===== src/rtl/brcm_pkg.sv =====
// ----------------------------------------------------------------------------
// brcm_pkg: shared definitions for the banked rom/ram cartridge mapper
// function codes, bank geometry defaults and the pipeline stage record
// ----------------------------------------------------------------------------
package brcm_pkg;

  // geometry
  localparam int BANK_BYTES        = 16384;
  localparam int HALF_OFFSET_W     = 13;
  localparam int RAM_BANKS_DEF     = 32;
  localparam int ROM_BANKS_MAX_DEF = 16;
  localparam int ROM_LOAD_ADDR_W   = 18;
  localparam int COUNT_W           = 5;

  // function codes of an input item
  localparam logic [2:0] FN_REG_WRITE  = 3'd0;
  localparam logic [2:0] FN_REG_PEEK   = 3'd1;
  localparam logic [2:0] FN_LOW_READ   = 3'd2;
  localparam logic [2:0] FN_LOW_WRITE  = 3'd3;
  localparam logic [2:0] FN_HIGH_READ  = 3'd4;
  localparam logic [2:0] FN_HIGH_WRITE = 3'd5;
  localparam logic [2:0] FN_ROM_LOAD   = 3'd6;

  localparam logic [7:0] BYTE_FF = 8'hFF;

  // where the result byte comes from
  typedef enum logic [2:0] {
    RSEL_ZERO,
    RSEL_PEEK,
    RSEL_ROM,
    RSEL_RAM,
    RSEL_FF
  } rsel_t;

  // memory port controls for one item
  typedef struct packed {
    logic rom_re;
    logic rom_we;
    logic ram_re;
    logic ram_we;
  } mem_ctl_t;

  // what travels with an item while its memory read is in flight
  typedef struct packed {
    rsel_t      rsel;
    logic [7:0] peek_data;
    logic       cart_enabled;
    logic       export_ram;
  } stage_t;

endpackage


===== src/rtl/brcm_decode.sv =====
// ----------------------------------------------------------------------------
// brcm_decode: item decode
// turns one item and the bank state into memory controls, addresses,
// the next bank state and the record carried to the result stage
// ----------------------------------------------------------------------------
module brcm_decode
  import brcm_pkg::*;
#(
  parameter int RAM_BANKS     = RAM_BANKS_DEF,
  parameter int ROM_BANKS_MAX = ROM_BANKS_MAX_DEF
) (
  input  logic [2:0]                                      func,
  input  logic [HALF_OFFSET_W-1:0]                        window_offset,
  input  logic [7:0]                                      write_data,
  input  logic [ROM_LOAD_ADDR_W-1:0]                      rom_load_address,
  input  logic [5:0]                                      bank_select,
  input  logic                                            disable_flag,
  input  logic [COUNT_W-1:0]                              rom_bank_count,
  output mem_ctl_t                                        mem_ctl,
  output logic [$clog2(ROM_BANKS_MAX*BANK_BYTES)-1:0]     rom_addr,
  output logic [$clog2(RAM_BANKS*BANK_BYTES)-1:0]         ram_addr,
  output logic [5:0]                                      bank_next,
  output logic                                            disable_next,
  output stage_t                                          stage
);

  localparam int ROM_AW = $clog2(ROM_BANKS_MAX*BANK_BYTES);
  localparam int RAM_AW = $clog2(RAM_BANKS*BANK_BYTES);
  localparam logic [5:0] RAM_BANKS_W     = 6'(RAM_BANKS);
  localparam logic [4:0] ROM_BANKS_MAX_W = 5'(ROM_BANKS_MAX);

  logic [13:0] pos;
  logic [18:0] ram_full;
  logic [17:0] rom_full;
  logic        ram_ok;
  logic        rom_ok;
  logic        load_ok;

  assign pos      = {(func == FN_HIGH_READ) || (func == FN_HIGH_WRITE), window_offset};
  assign ram_full = {bank_select[4:0], pos};
  assign rom_full = {bank_select[3:0], pos};

  assign ram_ok  = !disable_flag && bank_select[5] && ({1'b0, bank_select[4:0]} < RAM_BANKS_W);
  assign rom_ok  = !disable_flag && !bank_select[5]
                   && ({1'b0, bank_select[3:0]} < rom_bank_count)
                   && ({1'b0, bank_select[3:0]} < ROM_BANKS_MAX_W);
  assign load_ok = {1'b0, rom_load_address[17:14]} < ROM_BANKS_MAX_W;

  assign ram_addr = ram_full[RAM_AW-1:0];
  assign rom_addr = (func == FN_ROM_LOAD) ? rom_load_address[ROM_AW-1:0]
                                          : rom_full[ROM_AW-1:0];

  always_comb begin
    mem_ctl         = '0;
    bank_next       = bank_select;
    disable_next    = disable_flag;
    stage.rsel      = RSEL_ZERO;
    stage.peek_data = {1'b0, disable_flag, 2'b00, bank_select[3:0]};
    case (func)
      FN_REG_WRITE: begin
        bank_next    = write_data[5:0];
        disable_next = write_data[6];
      end
      FN_REG_PEEK: begin
        stage.rsel = RSEL_PEEK;
      end
      FN_LOW_READ, FN_HIGH_READ: begin
        if (ram_ok) begin
          stage.rsel     = RSEL_RAM;
          mem_ctl.ram_re = 1'b1;
        end else if (rom_ok) begin
          stage.rsel     = RSEL_ROM;
          mem_ctl.rom_re = 1'b1;
        end else begin
          stage.rsel = RSEL_FF;
        end
      end
      FN_LOW_WRITE, FN_HIGH_WRITE: begin
        mem_ctl.ram_we = ram_ok;
      end
      FN_ROM_LOAD: begin
        mem_ctl.rom_we = load_ok;
      end
      default: begin
      end
    endcase
    // flags report the state after this item
    stage.cart_enabled = !disable_next;
    stage.export_ram   = !disable_next && bank_next[5];
  end

endmodule


===== config.mk =====
export PLATFORM = sky130hd
export DESIGN_NAME = brcm_decode
export DESIGN_NICKNAME = d
export VERILOG_FILES = /design/src/rtl/brcm_pkg.sv /design/src/rtl/brcm_decode.sv
export SDC_FILE = /design/constraint.sdc
export NUM_CORES = 1
export LEC_CHECK = 0
export ABC_CLOCK_PERIOD_IN_PS = 1600
export BUFFER_PORTS_ARGS = -buffer_cell sky130_fd_sc_hd__buf_2
export CORE_ASPECT_RATIO = 0.8
export CORE_MARGIN = 1.5
export CORE_UTILIZATION = 32
export DETAILED_ROUTE_END_ITERATION = 8
export GPL_ROUTABILITY_DRIVEN = 0
export PLACE_DENSITY = 0.95
export REMOVE_ABC_BUFFERS = 1
export SLEW_MARGIN = 0
export SYNTH_ARGS = -nofsm -noshare
export SYNTH_HDL_FRONTEND = slang
export SYNTH_SLANG_ARGS = --single-unit

===== constraint.sdc =====
create_clock -name vclk -period 1.6
set_input_delay 0.08 -clock vclk [all_inputs]
set_output_delay 0.08 -clock vclk [all_outputs]
set_load 0.05 [all_outputs]

==> results of run 1 <==
-- per-stage QoR --
stage	worst slack [ns]	utilization, %	setup TNS (ns)
6_report	0.1282	51.48	0
4_1_cts	0.1052	51.48	0
3_3_place_gp	0.1283	51.48	0
5_1_grt	0.01413	51.48	0
3_5_place_dp	0.1125	51.48	0
2_1_floorplan	-0.3421	-	-0.3421
-- critical path: stages --
cell,delay [ns]
sky130_fd_sc_hd__buf_2,0.12
sky130_fd_sc_hd__ha_1,0.30
sky130_fd_sc_hd__a21oi_1,0.12
sky130_fd_sc_hd__o21ai_0,0.13
sky130_fd_sc_hd__a31oi_1,0.22
sky130_fd_sc_hd__nor2b_1,0.14
sky130_fd_sc_hd__buf_2,0.26
-- layout make-up --
class	instances	area [µm²]
inverters	5	18.77
repair buffers	113	570.5
multi-input cells	90	490.5
fillers	233	1047
well taps	25	31.28
-- power by group through the flow --
stage               clock (mW)  combinational, mW  sequential [mW]
floorplan                    0              0.321                0
global placement             0              0.604                0
detailed placement           0              0.610                0
CTS                          0              0.611                0
global route                 0              0.645                0
finish                       0              0.607                0
-- layer usage --
metal  vias up  GRT usage, %  part of all wire [%]
met3         0        0.5682                   5.9
met2        42         30.82                    51
met4         0             0                     0
met5         -             0                     0
li1        530             -                     -
met1       438         21.85                    43
-- synthesized netlist by cell type --
cell                       instances
sky130_fd_sc_hd__nand2_1          52
sky130_fd_sc_hd__buf_4            27
sky130_fd_sc_hd__mux2_2            6
sky130_fd_sc_hd__inv_1             4
sky130_fd_sc_hd__nor2_1            4
sky130_fd_sc_hd__ha_1              3
sky130_fd_sc_hd__nand2b_1          3
sky130_fd_sc_hd__a21o_1            2
sky130_fd_sc_hd__a21oi_1           2
sky130_fd_sc_hd__buf_2             2
sky130_fd_sc_hd__nor2b_1           2
sky130_fd_sc_hd__o21ai_0           2
sky130_fd_sc_hd__a21boi_0          1
sky130_fd_sc_hd__a31oi_1           1
sky130_fd_sc_hd__and2b_1           1
sky130_fd_sc_hd__and4b_1           1
sky130_fd_sc_hd__buf_6             1
sky130_fd_sc_hd__conb_1            1
sky130_fd_sc_hd__inv_2             1
sky130_fd_sc_hd__mux2i_1           1
sky130_fd_sc_hd__nand3b_1          1
sky130_fd_sc_hd__nand3b_2          1
sky130_fd_sc_hd__nor3_1            1
sky130_fd_sc_hd__nor3_4            1
sky130_fd_sc_hd__o21a_1            1
sky130_fd_sc_hd__xor2_1            1
-- kinds of logic after synthesis --
family / synth area share (%)
xor gates and xnor gates: 1.207
AOI/OAI and AO/OA: 7.759
buffers and inverters: 33.45
muxes: 10.69
adders and majority gates: 5.173
and+or+nand+nor: 41.21
other: 0.5167
-- worst max-delay path by stage --
stage	start	to	slack (ns)	cells after the start
floorplan	func[1]	disable_next	-0.34	3
global placement	bank_select[2]	stage[11]	0.13	7
detailed placement	bank_select[2]	stage[11]	0.11	7
CTS	bank_select[2]	stage[11]	0.11	7
global route	bank_select[2]	stage[11]	0.01	7
finish	bank_select[2]	stage[11]	0.13	7
==> flow_summary.ini, run 1 <==
[grt]
vias_in_the_first_global_route = 762
grt_antenna_before_repair = 0
gr-usage-all-layers_pct = 16.13
global_route_wire_length_before_repair_mm = 3.401
grt_start_max_net_pins = 19
globalRoute.totalOverflow = 0

[sta]
fin_hold_ws_ns = 0.4620
final-max-slew-violation-count = 0
max_freq_mhz = 679.5
unrepaired_setup_endpoints_after_global_routing = false
hold_viol_final = 0
period_share_pct = 91.99
period_minus_slack_ns = 1.472
number_of_setup_violations_in_the_final_report = 0

[route]
vias_per_cell = 4.335
route.detailed.drc = 0
drt.antenna.violating_nets = 0
first_pass_iters = 4
detail_route.wl_per_cell_um = 9.515
initialDrtViolationCount = 17
num_vias = 1010
wl_mm = 2.217

[power_and_ir_drop]
clock_power_share_pct = 0
post-layout-total-power_mw = 0.6073
power_leakage_nw = 0.7669
cellPowerDensity_mw_per_mm2 = 546.6
vdd.ir_drop.worst_v = 0.0003170
intPower_mw = 0.1537
switching_share_pct = 74.69
seq_power_share_pct = 0
comb_power_share_pct = 100.0
p_switching_mw = 0.4536

[synthesis]
synth_top_cell_area_share_pct = 27.93
synthTopCellsByArea = sky130_fd_sc_hd__buf_4 28%, sky130_fd_sc_hd__nand2_1 27%, sky130_fd_sc_hd__mux2_2 9.3%
avgSynthCellArea_um2 = 5.900
yosys.area.top_type = sky130_fd_sc_hd__buf_4
ys_types = 26
post_synth_instance_area_um2 = 725.7
synth_seq_area_share_pct = 0
ys_warn_count = 0
synth_cells = 123

[cells_and_area]
nNetsFinal = 267
n_sequential_cell = 0
synthToLayoutAreaGrowth_pct = 53.10
layout.cells.most_common = sky130_fd_sc_hd__buf_2
finalNonFillerCells = 233
n_antenna_cell = 0
drive_above_1_share_pct = 58.65
sequential_area_um2 = 0
layout.cells.most_common_list = 111 x sky130_fd_sc_hd__buf_2, 52 x sky130_fd_sc_hd__nand2_1, 6 x sky130_fd_sc_hd__mux2_2
clockBufferCount = 0
stdcell_area_mm2 = 0.001111

[hold_path]
worstHoldStart = window_offset[12]
min_path_type = input pin to output port
timing.hold.worst_path_depth = 2
worstHoldEndpoint = ram_addr[12]

[place]
placed_area_mm2 = 0.001111
dp.final_hpwl_mm = 1.899
post-place-cells = 233
port_buffers = 111

[die]
coreArea_mm2 = 0.002158
rows = 15
die_area_mm2 = 0.002564
die_h_um = 45.60
floorplan.io_pins = 115
fp.dieW_um = 56.24
initial_core_util_pct = 33.62

[run]
drv.max_cap_violation_count = 0

[setup_path]
class_of_the_most_critical_setup_path = input pin to output port
crit_fanout = 5
crit_required_ns = 1.52
critical_path.endpoint_type = output port
critPathLaunchType = input pin
critical_path_arrival_ns = 1.39

[status]
run_status = completed

[clocking]
post_cts.repair.setup_buffers = 0
cts_hold_buf = 0
post_cts.resized_instances = 0
Note: power is estimated with default switching activity, not from simulation.
==> run 2, diff against run 1 <==
--- a/config.mk
+++ b/config.mk
@@ -6,12 +6,12 @@
 export NUM_CORES = 1
 export LEC_CHECK = 0
-export ABC_CLOCK_PERIOD_IN_PS = 1600
+export ABC_CLOCK_PERIOD_IN_PS = 1330
 export BUFFER_PORTS_ARGS = -buffer_cell sky130_fd_sc_hd__buf_2
 export CORE_ASPECT_RATIO = 0.8
 export CORE_MARGIN = 1.5
-export CORE_UTILIZATION = 32
+export CORE_UTILIZATION = 27
 export DETAILED_ROUTE_END_ITERATION = 8
 export GPL_ROUTABILITY_DRIVEN = 0
-export PLACE_DENSITY = 0.95
+export PLACE_DENSITY = 0.86
 export REMOVE_ABC_BUFFERS = 1
 export SLEW_MARGIN = 0
==> constraint.sdc (replaced) <==
create_clock -name vclk -period 1.33
set_input_delay 0 -clock vclk [all_inputs]
set_output_delay 0 -clock vclk [all_outputs]
set_load 0.05 [all_outputs]
==> flow_summary.ini, run 2 (same netlist as run 1, synthesis figures left out) <==
[power_and_ir_drop]
switching_share_pct = 74.44
post-layout-total-power_mw = 0.7338
intPower_mw = 0.1876
p_switching_mw = 0.5462
vdd.ir_drop.worst_v = 0.0003121
cellPowerDensity_mw_per_mm2 = 648.8
power_leakage_nw = 0.7674
clock_power_share_pct = 0
seq_power_share_pct = 0
comb_power_share_pct = 100.0

[cells_and_area]
drive_above_1_share_pct = 58.65
finalNonFillerCells = 244
layout.cells.most_common_list = 110 x sky130_fd_sc_hd__buf_2, 52 x sky130_fd_sc_hd__nand2_1, 6 x sky130_fd_sc_hd__mux2_2
clockBufferCount = 0
filler_cell_count_in_the_final_layout = 265
multi_input_comb_area_um2 = 490.5
sequential_area_um2 = 0
n_sequential_cell = 0
nNetsFinal = 267
final_core_utilization_pct = 45.20
synthToLayoutAreaGrowth_pct = 55.86
n_antenna_cell = 0
layout.cells.most_common = sky130_fd_sc_hd__buf_2

[die]
fp.dieW_um = 60.96
die_h_um = 49.37
rows = 16
initial_core_util_pct = 29.00
floorplan.io_pins = 115
die_area_mm2 = 0.003010
coreArea_mm2 = 0.002502

[route]
vias_per_cell = 4.033
wl_mm = 2.174
num_vias = 984
route.detailed.drc = 0
initialDrtViolationCount = 17
detail_route.wl_per_cell_um = 8.910
first_pass_iters = 4
drt.antenna.violating_nets = 0

[sta]
number_of_setup_violations_in_the_final_report = 0
hold_viol_final = 0
final-max-slew-violation-count = 0
period_share_pct = 91.03
fin_hold_ws_ns = 0.3018
period_minus_slack_ns = 1.211
max_freq_mhz = 826.0
unrepaired_setup_endpoints_after_global_routing = false

[setup_path]
class_of_the_most_critical_setup_path = input pin to output port
critical_path_arrival_ns = 1.21
crit_fanout = 2
crit_required_ns = 1.33
critPathLaunchType = input pin
critical_path.endpoint_type = output port

[clocking]
cts_hold_buf = 0
post_cts.repair.setup_buffers = 0

[grt]
vias_in_the_first_global_route = 851
grt_start_max_net_pins = 19
gr-usage-all-layers_pct = 13.87
globalRoute.totalOverflow = 0
grt_antenna_before_repair = 0
global_route_wire_length_before_repair_mm = 3.477

[place]
post-place-cells = 244
port_buffers = 111
dp.final_hpwl_mm = 1.866

[hold_path]
min_path_type = input pin to output port

[run]
drv.max_cap_violation_count = 0

[status]
run_status = completed
run 2: cell count changes in the layout (fill, tap and decap cells not counted):
| cell | change |
|---|---|
| sky130_fd_sc_hd__o21ai_0 | -1 |
| sky130_fd_sc_hd__buf_2 | -1 |
| sky130_fd_sc_hd__o21ai_1 | +1 |
| sky130_fd_sc_hd__buf_6 | +1 |
run 2: layer usage:
layer	wire length [µm]	GRT usage (%)
met5	0	0
met4	0	0
met2	1132	26.70
met3	120	0
met1	921	17.92
run 2: area by class of cell:
| type | instances | area share, % |
|---|---|---|
| inverters | 5 | 1.659 |
| multi-input cells | 90 | 43.36 |
| well taps | 36 | 3.982 |
| repair buffers | 113 | 51.00 |
run 2: through the flow:
step | instance area (µm²) | worst slack [ns] | setup TNS [ns]
CTS | 1125 | 0.03386 | 0
global route | 1131 | 0.02743 | 0
global placement | 1125 | 0.04630 | 0
floorplan | 509.2 | -0.4521 | -0.6235
detailed placement | 1125 | 0.04392 | 0
finish | 1131 | 0.1193 | 0
run 2: final timing paths:
check                 cells past startpoint  slack (ns)          end             start
worst max-delay path                      7        0.12    stage[11]    bank_select[2]
worst min-delay path                      2        0.30  ram_addr[1]  window_offset[1]
run 2: what timing repair did:
action,in CTS,in global routing
gates resized for setup,0,4
endpoints found under the setup margin,0,1
hold endpoints to repair,0,0
run 2: power groups by stage:
stage	clock network [mW]	registers, mW	logic [mW]
floorplan	0	0	0.386
global placement	0	0	0.728
detailed placement	0	0	0.734
CTS	0	0	0.735
global route	0	0	0.779
finish	0	0	0.734
run 2: critical path: stages:
cell and delay [ns]:
sky130_fd_sc_hd__buf_2 0.10, sky130_fd_sc_hd__ha_1 0.30, sky130_fd_sc_hd__a21oi_1 0.13, sky130_fd_sc_hd__o21ai_1 0.11, sky130_fd_sc_hd__a31oi_1 0.20, sky130_fd_sc_hd__nor2b_1 0.19, sky130_fd_sc_hd__buf_6 0.18
==> run 3, diff against run 2 <==
==> constraint.sdc (replaced) <==
create_clock -name vclk -period 1.33
set_input_delay 0.266 -clock vclk [all_inputs]
set_output_delay 0.266 -clock vclk [all_outputs]
set_load 0.05 [all_outputs]
==> flow_summary.ini, run 3 (same netlist as run 1, synthesis figures left out) <==
[status]
run_status = complete, but fails checks
failed_checks = negative setup slack

[setup_path]
critPathLaunchType = input pin
class_of_the_most_critical_setup_path = input pin to output port
crit_fanout = 2
crit_required_ns = 1.06
critical_path.endpoint_type = output port
critical_path_arrival_ns = 1.41

[sta]
layout_setup_ws_ns = -0.3464
max_freq_mhz = 596.5
fin_hold_ws_ns = 0.8358
final-max-slew-violation-count = 0
period_share_pct = 126.0
hold_viol_final = 0
final.setup.tns_ns = -4.469
number_of_setup_violations_in_the_final_report = 33
unrepaired_setup_endpoints_after_global_routing = true
period_minus_slack_ns = 1.676

[cells_and_area]
layout.cells.most_common = sky130_fd_sc_hd__buf_2
finalNonFillerCells = 270
nNetsFinal = 293
final_core_utilization_pct = 87.65
n_sequential_cell = 0
sequential_area_um2 = 0
synthToLayoutAreaGrowth_pct = 202.2
n_antenna_cell = 0
clockBufferCount = 0
drive_above_1_share_pct = 89.32
stdcell_area_mm2 = 0.002193
layout.cells.most_common_list = 70 x sky130_fd_sc_hd__buf_2, 28 x sky130_fd_sc_hd__nand2_4, 26 x sky130_fd_sc_hd__buf_8
filler_cell_count_in_the_final_layout = 135

[route]
first_pass_iters = 4
vias_per_cell = 4.630
dr_wl_met2_mm = 2.636
detail_route.wl_per_cell_um = 16.43
wire_length_on_met1_mm = 1.482
num_vias = 1250
wl_met3_um = 201
top_signal_layer_used = met4
drt.antenna.violating_nets = 0
route.detailed.drc = 0
wl_mm = 4.437
initialDrtViolationCount = 33

[die]
die_h_um = 49.37
rows = 16
fp.dieW_um = 60.96
die_area_mm2 = 0.003010
coreArea_mm2 = 0.002502
initial_core_util_pct = 29.00
floorplan.io_pins = 115

[grt]
vias_in_the_first_global_route = 1228
globalRoute.totalOverflow = 0
grt_start_max_net_pins = 18
gr-usage-all-layers_pct = 24.80
global_route_wire_length_before_repair_mm = 5.720
grt_antenna_before_repair = 0

[hold_path]
min_path_type = input pin to output port
worstHoldStart = bank_select[4]
worstHoldEndpoint = ram_addr[18]
timing.hold.worst_path_depth = 2

[place]
post-place-cells = 258
port_buffers = 111
dp.final_hpwl_mm = 2.107
placed_area_mm2 = 0.001255
dp_worst_setup_slack_ns = -0.5017

[clocking]
cts_hold_buf = 0

[run]
drv.max_cap_violation_count = 0

[power_and_ir_drop]
vdd.ir_drop.worst_v = 0.0003348
post-layout-total-power_mw = 1.165
cellPowerDensity_mw_per_mm2 = 531.0
power_leakage_nw = 1.233
run 3: changes by cell type in the layout (fill, tap and decap cells not counted), sizes merged:
cell	delta
buf	+24
clkbuf	+2
run 3: power by group:
part           total (mW)  switching [mW]  internal [mW]
combinational        1.16           0.700          0.465
clock                   0               0              0
sequential              0               0              0
total                1.16           0.700          0.465
run 3: routing by layer:
layer | GRT usage (%) | up-vias
met2 | 51.61 | 63
met5 | 0 | -
met3 | 1.061 | 12
met4 | 4.710 | 0
li1 | - | 584
met1 | 25.98 | 591
run 3: worst max path at each step:
stage,startpoint,to,depth (start not counted)
floorplan,func[1],disable_next,3
global placement,bank_select[2],stage[11],7
detailed placement,bank_select[2],stage[11],7
CTS,rom_bank_count[2],stage[11],8
global route,rom_bank_count[2],stage[11],8
finish,rom_bank_count[2],stage[11],8
run 3: critical path, stage by stage:
cell                      delay, ns
sky130_fd_sc_hd__buf_6         0.09
sky130_fd_sc_hd__inv_4         0.04
sky130_fd_sc_hd__ha_4          0.20
sky130_fd_sc_hd__a21oi_2       0.15
sky130_fd_sc_hd__o21ai_2       0.09
sky130_fd_sc_hd__a31oi_2       0.23
sky130_fd_sc_hd__nor2b_4       0.18
sky130_fd_sc_hd__buf_6         0.16
run 3: area by class of cell:
class	instances	area (µm²)	area share, %
Timing Repair Buffer	139	1267	57.79
Multi-Input combinational cell	90	857.1	39.08
Tap cell	36	45.04	2.054
Inverter	5	23.77	1.084
run 3: repair_timing:
| item | 4_1_cts | 5_1_grt |
|---|---|---|
| pin swaps | 39 | 25 |
| cloned | 3 | 2 |
| buffers inserted | 8 | 6 |
| resized for setup | 164 | 65 |
| setup endpoints to repair | 33 | 35 |
